File: src/rtl/gif_frame_delay_fixer_top_macros.svh
// ----------------------------------------------------------------------------
// gif_frame_delay_fixer_top_macros.svh
// Assertion macros shared by the frame delay fixer RTL.
// ----------------------------------------------------------------------------
`ifndef GIF_FRAME_DELAY_FIXER_TOP_MACROS_SVH
`define GIF_FRAME_DELAY_FIXER_TOP_MACROS_SVH

// Same-cycle implication, checked out of reset
`define GFDF_ASSERT_NOW(label, ante, cons, msg) \
  label: assert property (@(posedge clk) disable iff (!rst_n) (ante) |-> (cons)) \
    else $error(msg);

// Next-cycle implication, checked out of reset
`define GFDF_ASSERT_NEXT(label, ante, cons, msg) \
  label: assert property (@(posedge clk) disable iff (!rst_n) (ante) |=> (cons)) \
    else $error(msg);

`endif

File: src/rtl/gfdf_pkg.sv
// ----------------------------------------------------------------------------
// gfdf_pkg
// Shared types, constants and signature lookup for the frame delay fixer.
// ----------------------------------------------------------------------------
`timescale 1ns / 1ps
`default_nettype none

package gfdf_pkg;

  // Window and header geometry
  localparam int WIN_LEN = 9;
  localparam int CNT_W   = 4;
  localparam int HDR_LEN = 6;
  localparam int HPOS_W  = 3;

  // Configuration port
  localparam int CFG_IDX_W = 8;
  localparam int CFG_DAT_W = 16;

  localparam logic [CFG_IDX_W-1:0] REG_MIN_DELAY  = 8'd0;
  localparam logic [CFG_IDX_W-1:0] REG_REPL_DELAY = 8'd1;

  localparam logic [15:0] MIN_DELAY_RST  = 16'd2;
  localparam logic [15:0] REPL_DELAY_RST = 16'd10;

  // Graphic control extension marker bytes
  localparam logic [7:0] GCE_B0 = 8'h00;
  localparam logic [7:0] GCE_B1 = 8'h21;
  localparam logic [7:0] GCE_B2 = 8'hF9;
  localparam logic [7:0] GCE_B3 = 8'h04;

  typedef enum logic {
    ST_STREAM,
    ST_FLUSH
  } win_state_t;

  typedef struct packed {
    logic [15:0] min_delay;
    logic [15:0] repl_delay;
  } cfg_t;

  typedef struct packed {
    logic ok;   // header complete and one signature still matching
  } hdr_t;

  // Expected header byte at a given position (GIF87a / GIF89a)
  function automatic logic [7:0] sig_byte(input logic [HPOS_W-1:0] pos, input logic is89);
    logic [7:0] b;
    case (pos)
      3'd0:    b = 8'h47;
      3'd1:    b = 8'h49;
      3'd2:    b = 8'h46;
      3'd3:    b = 8'h38;
      3'd4:    b = is89 ? 8'h39 : 8'h37;
      3'd5:    b = 8'h61;
      default: b = 8'h00;
    endcase
    return b;
  endfunction

endpackage

`default_nettype wire

File: src/rtl/gfdf_cfg.sv
// ----------------------------------------------------------------------------
// gfdf_cfg
// Configuration registers: minimum delay and replacement delay.
// ----------------------------------------------------------------------------
`timescale 1ns / 1ps
`default_nettype none

module gfdf_cfg (
  input  wire logic                             clk,
  input  wire logic                             rst_n,
  input  wire logic                             wr_i,
  input  wire logic [gfdf_pkg::CFG_IDX_W-1:0]   idx_i,
  input  wire logic [gfdf_pkg::CFG_DAT_W-1:0]   data_i,
  output gfdf_pkg::cfg_t                        cfg_o
);

  gfdf_pkg::cfg_t cfg_r, cfg_nxt;

  // Decode the register index; unknown indexes are dropped
  always_comb begin
    cfg_nxt = cfg_r;
    if (wr_i) begin
      unique case (idx_i)
        gfdf_pkg::REG_MIN_DELAY:  cfg_nxt.min_delay  = data_i;
        gfdf_pkg::REG_REPL_DELAY: cfg_nxt.repl_delay = data_i;
        default: ;
      endcase
    end
  end

  always_ff @(posedge clk) begin
    if (!rst_n) begin
      cfg_r.min_delay  <= gfdf_pkg::MIN_DELAY_RST;
      cfg_r.repl_delay <= gfdf_pkg::REPL_DELAY_RST;
    end else begin
      cfg_r <= cfg_nxt;
    end
  end

  assign cfg_o = cfg_r;

endmodule

`default_nettype wire

File: src/rtl/gfdf_hdr.sv
// ----------------------------------------------------------------------------
// gfdf_hdr
// Header recogniser: tracks the first six bytes against both signatures.
// ----------------------------------------------------------------------------
`timescale 1ns / 1ps
`default_nettype none

module gfdf_hdr (
  input  wire logic       clk,
  input  wire logic       rst_n,
  input  wire logic       take_i,
  input  wire logic [7:0] data_i,
  input  wire logic       last_i,
  output gfdf_pkg::hdr_t  hdr_o
);

  logic [gfdf_pkg::HPOS_W-1:0] pos_r, pos_nxt, pos_upd;
  logic                        m87_r, m87_nxt, m87_upd;
  logic                        m89_r, m89_nxt, m89_upd;

  // Compare the current item against both signatures while in the header
  always_comb begin
    pos_upd = pos_r;
    m87_upd = m87_r;
    m89_upd = m89_r;
    if (take_i && (pos_r < gfdf_pkg::HPOS_W'(gfdf_pkg::HDR_LEN))) begin
      if (data_i != gfdf_pkg::sig_byte(pos_r, 1'b0)) m87_upd = 1'b0;
      if (data_i != gfdf_pkg::sig_byte(pos_r, 1'b1)) m89_upd = 1'b0;
      pos_upd = pos_r + 1'b1;
    end
  end

  // Restart on the last item of a stream
  always_comb begin
    pos_nxt = pos_upd;
    m87_nxt = m87_upd;
    m89_nxt = m89_upd;
    if (take_i && last_i) begin
      pos_nxt = '0;
      m87_nxt = 1'b1;
      m89_nxt = 1'b1;
    end
  end

  always_ff @(posedge clk) begin
    if (!rst_n) begin
      pos_r <= '0;
      m87_r <= 1'b1;
      m89_r <= 1'b1;
    end else begin
      pos_r <= pos_nxt;
      m87_r <= m87_nxt;
      m89_r <= m89_nxt;
    end
  end

  assign hdr_o.ok = (pos_upd == gfdf_pkg::HPOS_W'(gfdf_pkg::HDR_LEN)) && (m87_upd || m89_upd);

endmodule

`default_nettype wire

File: src/rtl/gfdf_window.sv
// ----------------------------------------------------------------------------
// gfdf_window
// Nine-byte window with control block match, delay rewrite and end flush.
// ----------------------------------------------------------------------------
`timescale 1ns / 1ps
`default_nettype none

module gfdf_window (
  input  wire logic           clk,
  input  wire logic           rst_n,
  input  wire logic           take_i,
  input  wire logic [7:0]     data_i,
  input  wire logic           last_i,
  input  wire gfdf_pkg::hdr_t hdr_i,
  input  wire gfdf_pkg::cfg_t cfg_i,
  input  wire logic           out_free_i,
  output logic                in_ready_o,
  output logic                emit_o,
  output logic [7:0]          emit_data_o,
  output logic                emit_last_o
);

  localparam int LAST = gfdf_pkg::WIN_LEN - 1;

  logic [7:0]                 win_r [gfdf_pkg::WIN_LEN];
  logic [7:0]                 win_nxt [gfdf_pkg::WIN_LEN];
  logic [7:0]                 full [gfdf_pkg::WIN_LEN];
  logic [gfdf_pkg::CNT_W-1:0] cnt_r, cnt_nxt;
  logic                       stop_r, stop_nxt;
  gfdf_pkg::win_state_t       state_r, state_nxt;

  logic        is_full;
  logic        mark;
  logic        chk;
  logic [15:0] delay;
  logic        too_big;

  // Place the new item at the fill position, test for a control block and rewrite a short delay
  always_comb begin
    for (int i = 0; i < gfdf_pkg::WIN_LEN; i++) begin
      full[i] = (cnt_r == gfdf_pkg::CNT_W'(i)) ? data_i : win_r[i];
    end
    is_full = (cnt_r == gfdf_pkg::CNT_W'(LAST));
    mark    = (full[0] == gfdf_pkg::GCE_B0) && (full[1] == gfdf_pkg::GCE_B1) &&
              (full[2] == gfdf_pkg::GCE_B2) && (full[3] == gfdf_pkg::GCE_B3) &&
              (full[LAST] == 8'h00);
    chk     = take_i && is_full && hdr_i.ok && !stop_r && mark;
    delay   = {full[6], full[5]};
    too_big = delay > cfg_i.min_delay;
    if (chk && !too_big) begin
      full[5] = cfg_i.repl_delay[7:0];
      full[6] = cfg_i.repl_delay[15:8];
    end
  end

  // Next state, window update and emission
  always_comb begin
    state_nxt   = state_r;
    cnt_nxt     = cnt_r;
    stop_nxt    = stop_r;
    win_nxt     = win_r;
    in_ready_o  = 1'b0;
    emit_o      = 1'b0;
    emit_data_o = win_r[0];
    emit_last_o = 1'b0;
    unique case (state_r)
      gfdf_pkg::ST_STREAM: begin
        in_ready_o = out_free_i;
        if (chk && too_big) stop_nxt = 1'b1;
        if (take_i) begin
          if (last_i) begin
            // hold the whole window for the flush
            win_nxt   = full;
            cnt_nxt   = cnt_r + 1'b1;
            stop_nxt  = 1'b0;
            state_nxt = gfdf_pkg::ST_FLUSH;
          end else if (is_full) begin
            // emit the oldest byte and advance
            emit_o      = 1'b1;
            emit_data_o = full[0];
            for (int i = 0; i < LAST; i++) win_nxt[i] = full[i+1];
            win_nxt[LAST] = full[LAST];
          end else begin
            win_nxt = full;
            cnt_nxt = cnt_r + 1'b1;
          end
        end
      end
      gfdf_pkg::ST_FLUSH: begin
        // drain one byte a cycle while the output is free, marking the final one
        if (out_free_i) begin
          emit_o      = 1'b1;
          emit_last_o = (cnt_r == gfdf_pkg::CNT_W'(1));
          for (int i = 0; i < LAST; i++) win_nxt[i] = win_r[i+1];
          cnt_nxt = cnt_r - 1'b1;
          if (cnt_r == gfdf_pkg::CNT_W'(1)) state_nxt = gfdf_pkg::ST_STREAM;
        end
      end
      default: state_nxt = gfdf_pkg::ST_STREAM;
    endcase
  end

  always_ff @(posedge clk) begin
    if (!rst_n) begin
      state_r <= gfdf_pkg::ST_STREAM;
      cnt_r   <= '0;
      stop_r  <= 1'b0;
    end else begin
      state_r <= state_nxt;
      cnt_r   <= cnt_nxt;
      stop_r  <= stop_nxt;
    end
  end

  // Window bytes carry no reset
  always_ff @(posedge clk) begin
    win_r <= win_nxt;
  end

endmodule

`default_nettype wire

File: src/rtl/gif_frame_delay_fixer_top.sv
// ----------------------------------------------------------------------------
// gif_frame_delay_fixer_top
// GIF frame delay fixer: byte stream in, same stream out with short
// graphic control delays rewritten.
// ----------------------------------------------------------------------------
// Takes one byte per cycle in steady state while the output is not stalled,
// and gives each byte out eight items later through a single output
// register; the first eight bytes of a stream produce nothing. When the item
// marked last is taken, the block stops taking input and drains the window
// one byte per cycle while the output is not stalled; up to nine bytes are
// held for the flush, and the drain is paced by the one output register.
// Rewriting is only active after a GIF87a or GIF89a header. Configuration
// writes are always accepted and should be made while the block is idle.
`timescale 1ns / 1ps
`default_nettype none

`include "gif_frame_delay_fixer_top_macros.svh"

module gif_frame_delay_fixer_top (
  input  wire logic                           clk,
  input  wire logic                           rst_n,
  input  wire logic                           in_valid,
  output logic                                in_ready,
  input  wire logic [7:0]                     in_data_in,
  input  wire logic                           in_last_in,
  output logic                                out_valid,
  input  wire logic                           out_ready,
  output logic [7:0]                          out_data_out,
  output logic                                out_last_out,
  input  wire logic                           cfg_valid,
  output logic                                cfg_ready,
  input  wire logic [gfdf_pkg::CFG_IDX_W-1:0] cfg_index,
  input  wire logic [gfdf_pkg::CFG_DAT_W-1:0] cfg_data
);

  gfdf_pkg::cfg_t cfg;
  gfdf_pkg::hdr_t hdr;

  logic       take;
  logic       out_free;
  logic       emit;
  logic [7:0] emit_data;
  logic       emit_last;

  logic       out_valid_r, out_valid_nxt;
  logic [7:0] out_data_r;
  logic       out_last_r;

  assign cfg_ready = 1'b1;
  assign take      = in_valid && in_ready;
  assign out_free  = !out_valid_r || out_ready;

  gfdf_cfg u_cfg (
    .clk    (clk),
    .rst_n  (rst_n),
    .wr_i   (cfg_valid && cfg_ready),
    .idx_i  (cfg_index),
    .data_i (cfg_data),
    .cfg_o  (cfg)
  );

  gfdf_hdr u_hdr (
    .clk    (clk),
    .rst_n  (rst_n),
    .take_i (take),
    .data_i (in_data_in),
    .last_i (in_last_in),
    .hdr_o  (hdr)
  );

  gfdf_window u_win (
    .clk         (clk),
    .rst_n       (rst_n),
    .take_i      (take),
    .data_i      (in_data_in),
    .last_i      (in_last_in),
    .hdr_i       (hdr),
    .cfg_i       (cfg),
    .out_free_i  (out_free),
    .in_ready_o  (in_ready),
    .emit_o      (emit),
    .emit_data_o (emit_data),
    .emit_last_o (emit_last)
  );

  // Output register: load on emit, drop valid once taken
  always_comb begin
    out_valid_nxt = out_valid_r;
    if (emit)           out_valid_nxt = 1'b1;
    else if (out_ready) out_valid_nxt = 1'b0;
  end

  always_ff @(posedge clk) begin
    if (!rst_n) begin
      out_valid_r <= 1'b0;
    end else begin
      out_valid_r <= out_valid_nxt;
    end
  end

  always_ff @(posedge clk) begin
    if (emit) begin
      out_data_r <= emit_data;
      out_last_r <= emit_last;
    end
  end

  assign out_valid    = out_valid_r;
  assign out_data_out = out_data_r;
  assign out_last_out = out_last_r;

  // Checks
  `GFDF_ASSERT_NOW(a_no_take_when_blocked, out_valid && !out_ready, !in_ready, "input taken while output stalled")
  `GFDF_ASSERT_NEXT(a_flush_after_last, in_valid && in_ready && in_last_in, !in_ready, "input taken during flush")
  `GFDF_ASSERT_NEXT(a_cfg_min_write, cfg_valid && cfg_ready && (cfg_index == gfdf_pkg::REG_MIN_DELAY), cfg.min_delay == $past(cfg_data), "min delay write lost")

endmodule

`default_nettype wire
File: config.mk
export PLATFORM = sky130hd
export DESIGN_NAME = gif_frame_delay_fixer_top
export DESIGN_NICKNAME = d
export VERILOG_FILES = /design/src/rtl/gfdf_pkg.sv /design/src/rtl/gfdf_cfg.sv /design/src/rtl/gfdf_hdr.sv /design/src/rtl/gfdf_window.sv /design/src/rtl/gif_frame_delay_fixer_top.sv
export VERILOG_INCLUDE_DIRS = /design/src /design/src/rtl
export SDC_FILE = /design/constraint.sdc
export NUM_CORES = 1
export LEC_CHECK = 0
export ABC_AREA = 1
export BUFFER_PORTS_ARGS = -buffer_cell sky130_fd_sc_hd__buf_2
export CORE_MARGIN = 1
export CORE_UTILIZATION = 50
export DETAILED_ROUTE_END_ITERATION = 8
export GPL_ROUTABILITY_DRIVEN = 0
export GPL_TIMING_DRIVEN = 0
export HOLD_SLACK_MARGIN = 0.06
export PLACE_DENSITY = 0.69
export SYNTH_ARGS = -nofsm -noshare
export SYNTH_HDL_FRONTEND = slang
export SYNTH_SLANG_ARGS = --single-unit
File: constraint.sdc
create_clock -name clk -period 3.58 [get_ports clk]
set_input_delay 0 -clock clk [delete_from_list [all_inputs] [get_ports clk]]
set_output_delay 0 -clock clk [all_outputs]
set_load 0.02 [all_outputs]
==> results.sh <==
export IMPL_initial_core_util=0.5202
export IMPL_num_rows=43
export IMPL_dieArea_mm2=0.01515
export IMPL_grt_pass1_vias=6527
export IMPL_syn2layout_area_growth_pct=19.23
export IMPL_hpwl_um=15600
export IMPL_coreArea_mm2=0.01410
export IMPL_drt_first_pass_iters=6
export IMPL_swShare=0.3063
export IMPL_drv_slew=0
export IMPL_avgSynthCellArea_um2=7.599
export IMPL_antenna_found_initial=0
export IMPL_crit_type="register to register"
export IMPL_finClkSkew_ns=0.009544
export IMPL_final_hold_violation_count=0
export IMPL_syn_cell_area_mm2=0.007333
export IMPL_pwr_share_clk=0.384
export IMPL_cp_slowest_cell="dfxtp_1"
export IMPL_cts_tree="done"
export IMPL_async_flop_share=0
export IMPL_clk_latency_ns=0.43
export IMPL_ant_nets=0
export IMPL_crit_buf_inv=3
export IMPL_remaining_drc_errors=0
export IMPL_io_pins=50
export IMPL_ir_drop_mv=0.3392
export IMPL_grt_max_degree=65
export IMPL_wl_per_cell_um=17.72
export IMPL_crit_chain="inv_2, ha_4, nand3_2, buf_2, nand2_1, o21ai_0, ha_1, nand4_1, nor3_2, nand2_1, nand2_4, clkbuf_4, nand4_1, nand3_1, nand2_1"
export IMPL_grt_setup_unrepaired="no"
export IMPL_grt_pass1_wl_um=34760
export IMPL_pwr_share_seq=0.395
export IMPL_ys_flop_type="edfxtp_1"
export IMPL_grt_overflow=0
export IMPL_n_antenna_cell=0
export IMPL_synthDistinctLibCells=30
export IMPL_clockBufferDepth=2
export IMPL_cts_max_level=4
export IMPL_power_density_mw_per_mm2=535.2
export IMPL_intPower_uw=3246
export IMPL_power_leakage_uw=0.003707
export IMPL_yosys_area_top_type="edfxtp_1"
export IMPL_track_usage=0.3094
export IMPL_fillerInstances=1284
export IMPL_synth_cells=965
export IMPL_hp_class="input port to register"
export IMPL_drv_cap=0
export IMPL_period_share=0.9335
export IMPL_num_vias=7154
export IMPL_total_power_uw=4679
export IMPL_die_height_um=123.1
export IMPL_worstSetupEndpointType="register"
export IMPL_setup_slack_ns=0.2382
export IMPL_critPathMaxFanout=10
export IMPL_status="finished clean"
export IMPL_p_comb_frac=0.221
export IMPL_numPortBuffers=46
export IMPL_slowest_delay_ns=0.35
export IMPL_drt_iter0_drc=907
export IMPL_place_ws_ns=-0.5906
export IMPL_yosys_warnings=0
export IMPL_setup_viol=0
export IMPL_worst_slew_pin_slew_ns=0.9185
export IMPL_fmax_mhz=299.2
export IMPL_fin_util=0.6203
export IMPL_synth_area_top_cells="edfxtp_1, nand2_1, dfxtp_1, nand3_1, o21ai_0"
export IMPL_crit_family="simple AND/OR/NAND/NOR gates"
export IMPL_syn_nets=1028
export IMPL_path_clk_slew_ns=0.06
export IMPL_cts_sinks=125
export IMPL_ys_ff_latch=125
export IMPL_synth_seq_area_share=0.4518
export IMPL_worstPathArrival_ns=3.51
export IMPL_finalCriticalPeriod_ns=3.342
export IMPL_die_x_um=123.1
export IMPL_cts_root_buffer="clkbuf_16"
export IMPL_slew_headroom=0.3877
export IMPL_switching_power_uw=1433
export IMPL_drive_gt1_frac=0.1007
export IMPL_viasPerCell=5.714
export IMPL_synth_edf_count=81
export IMPL_critical_path_required_ns=3.75
export IMPL_cts_made_buffers=17
export IMPL_routed_wl_um=22190
export IMPL_synthDominantCellAreaShare=0.3317
export IMPL_crit_top_cell="nand2_1"
export IMPL_start_kind="register"
export IMPL_fin_nets=1122
per-layer routing:
layer	global-route usage	vias up	share of wire	routed length (um)
met2	0.4607	317	0.44	9783
met3	0.07196	40	0.091	2023
met1	0.4408	3332	0.45	9897
met4	0.1039	0	0.022	484
met5	0	-	0	0
li1	-	3465	-	-
cells by family after synthesis:
| group | synth area share |
|---|---|
| adders and majority gates | 0.04265 |
| other | 0.0005114 |
| xor gates and xnor gates | 0.001195 |
| buffers and inverters | 0.08685 |
| DFF | 0.4518 |
| AOI/OAI and AO/OA | 0.1433 |
| and+or+nand+nor | 0.2737 |
cells in the mapped netlist (all sizes together), types with 10 or more instances:
master,count
nand4,22
dfxtp,44
o211ai,18
o221ai,10
inv,100
ha,25
nand2,291
a21oi,44
nor2,52
a22oi,19
buf,11
edfxtp,81
nand3,97
clkbuf,46
o21ai,90
flip-flops by register name, summed over array words and instances (netlist names):
register / flops
out_valid: 1
u_win.cnt_r: 4
u_win.win_r: 72
u_win.state_r: 1
out_data_out: 8
u_cfg.cfg_o: 32
u_hdr.pos_r: 3
u_hdr.m87_r: 1
u_win.stop_r: 1
u_hdr.m89_r: 1
out_last_out: 1
layout by cell type (no fill, tap or decap), types with 2 or more instances in the layout:
| cell | netlist | layout |
|---|---|---|
| o211ai_1 | 18 | 18 |
| bufinv_16 | 0 | 4 |
| inv_1 | 99 | 98 |
| buf_2 | 5 | 52 |
| nand4_1 | 22 | 22 |
| nor2_4 | 2 | 2 |
| clkinv_1 | 2 | 7 |
| dfxtp_1 | 44 | 43 |
| nor2_1 | 50 | 50 |
| nand2_4 | 0 | 2 |
| a21oi_1 | 44 | 44 |
| clkinv_2 | 0 | 3 |
| o21ai_1 | 9 | 13 |
| nand3_1 | 96 | 94 |
| nor3_1 | 4 | 2 |
| nor3_2 | 0 | 2 |
| nand3b_1 | 2 | 2 |
| nand3_2 | 0 | 2 |
| buf_4 | 3 | 4 |
| ha_1 | 25 | 23 |
| clkbuf_1 | 46 | 42 |
| inv_2 | 1 | 2 |
| edfxtp_1 | 81 | 81 |
| a22oi_1 | 19 | 19 |
| clkinvlp_4 | 0 | 2 |
| nand2_1 | 285 | 283 |
| o221ai_1 | 10 | 10 |
| o21ai_0 | 81 | 77 |
| dlygate4sd3_1 | 0 | 29 |
| nand2_2 | 6 | 6 |
| clkbuf_16 | 0 | 17 |
| nor4_1 | 3 | 3 |
| buf_6 | 3 | 3 |
stage by stage:
| stage | area, um2 | hold WS (ns) | std cells | TNS, ns |
|---|---|---|---|---|
| floorplan | 7333 | 0.1304 | 965 | 0 |
| global placement | 7789 | 0.2530 | 1191 | -16.61 |
| detailed placement | 7796 | 0.2473 | 1191 | -10.88 |
| CTS | 8703 | 0.06747 | 1251 | 0 |
| global route | 8743 | 0.1087 | 1252 | 0 |
| finish | 8743 | 0.07059 | 1252 | 0 |
layout make-up:
cell class                      count  area (um2)  share of cell area
Multi-Input combinational cell    681        3433              0.3927
Sequential cell                   125        3314              0.3791
Timing Repair Buffer               76       528.0             0.06039
Clock buffer                       17       425.4             0.04865
Inverter                          102       382.9             0.04379
Buffer                             56       256.5             0.02934
Tap cell                          180       225.2             0.02576
Clock inverter                     15       177.7             0.02032
power groups by stage:
stage / clock network [uW] / logic (uW) / registers, uW
floorplan: 0 / 689 / 1850
global placement: 0 / 940 / 1870
detailed placement: 0 / 959 / 1870
CTS: 1790 / 995 / 1840
global route: 1870 / 1150 / 1860
finish: 1800 / 1030 / 1850
tightest hold or removal path: stages:
cell and delay (ns):
clkbuf_1 0.24, o21ai_0 0.15, a21oi_1 0.05
final timing paths:
path                                    start                            to  slack [ns]  cells past startpoint
setup reg to reg  u_win.cnt_r[1]$_SDFFE_PN0P_     u_win.win_r[19]$_DFFE_PP_        0.24                     15
hold reg to reg        u_hdr.m89_r$_SDFF_PP1_        u_hdr.m89_r$_SDFF_PP1_        0.45                      2
hold / removal                          rst_n  u_cfg.cfg_o[22]$_SDFFE_PN0P_        0.07                      3
setup / recovery  u_win.cnt_r[1]$_SDFFE_PN0P_     u_win.win_r[19]$_DFFE_PP_        0.24                     15
timing repair:
| item | 4_1_cts | 5_1_grt |
|---|---|---|
| pin swaps | 0 | 1 |
| endpoints found under the setup margin | 24 | 24 |
| resized for setup | 10 | 12 |
| hold buffers | 29 | 0 |
| endpoints found under the hold margin | 42 | 0 |
| buffers inserted | 0 | 1 |
Note: power is estimated with default switching activity, not from simulation.
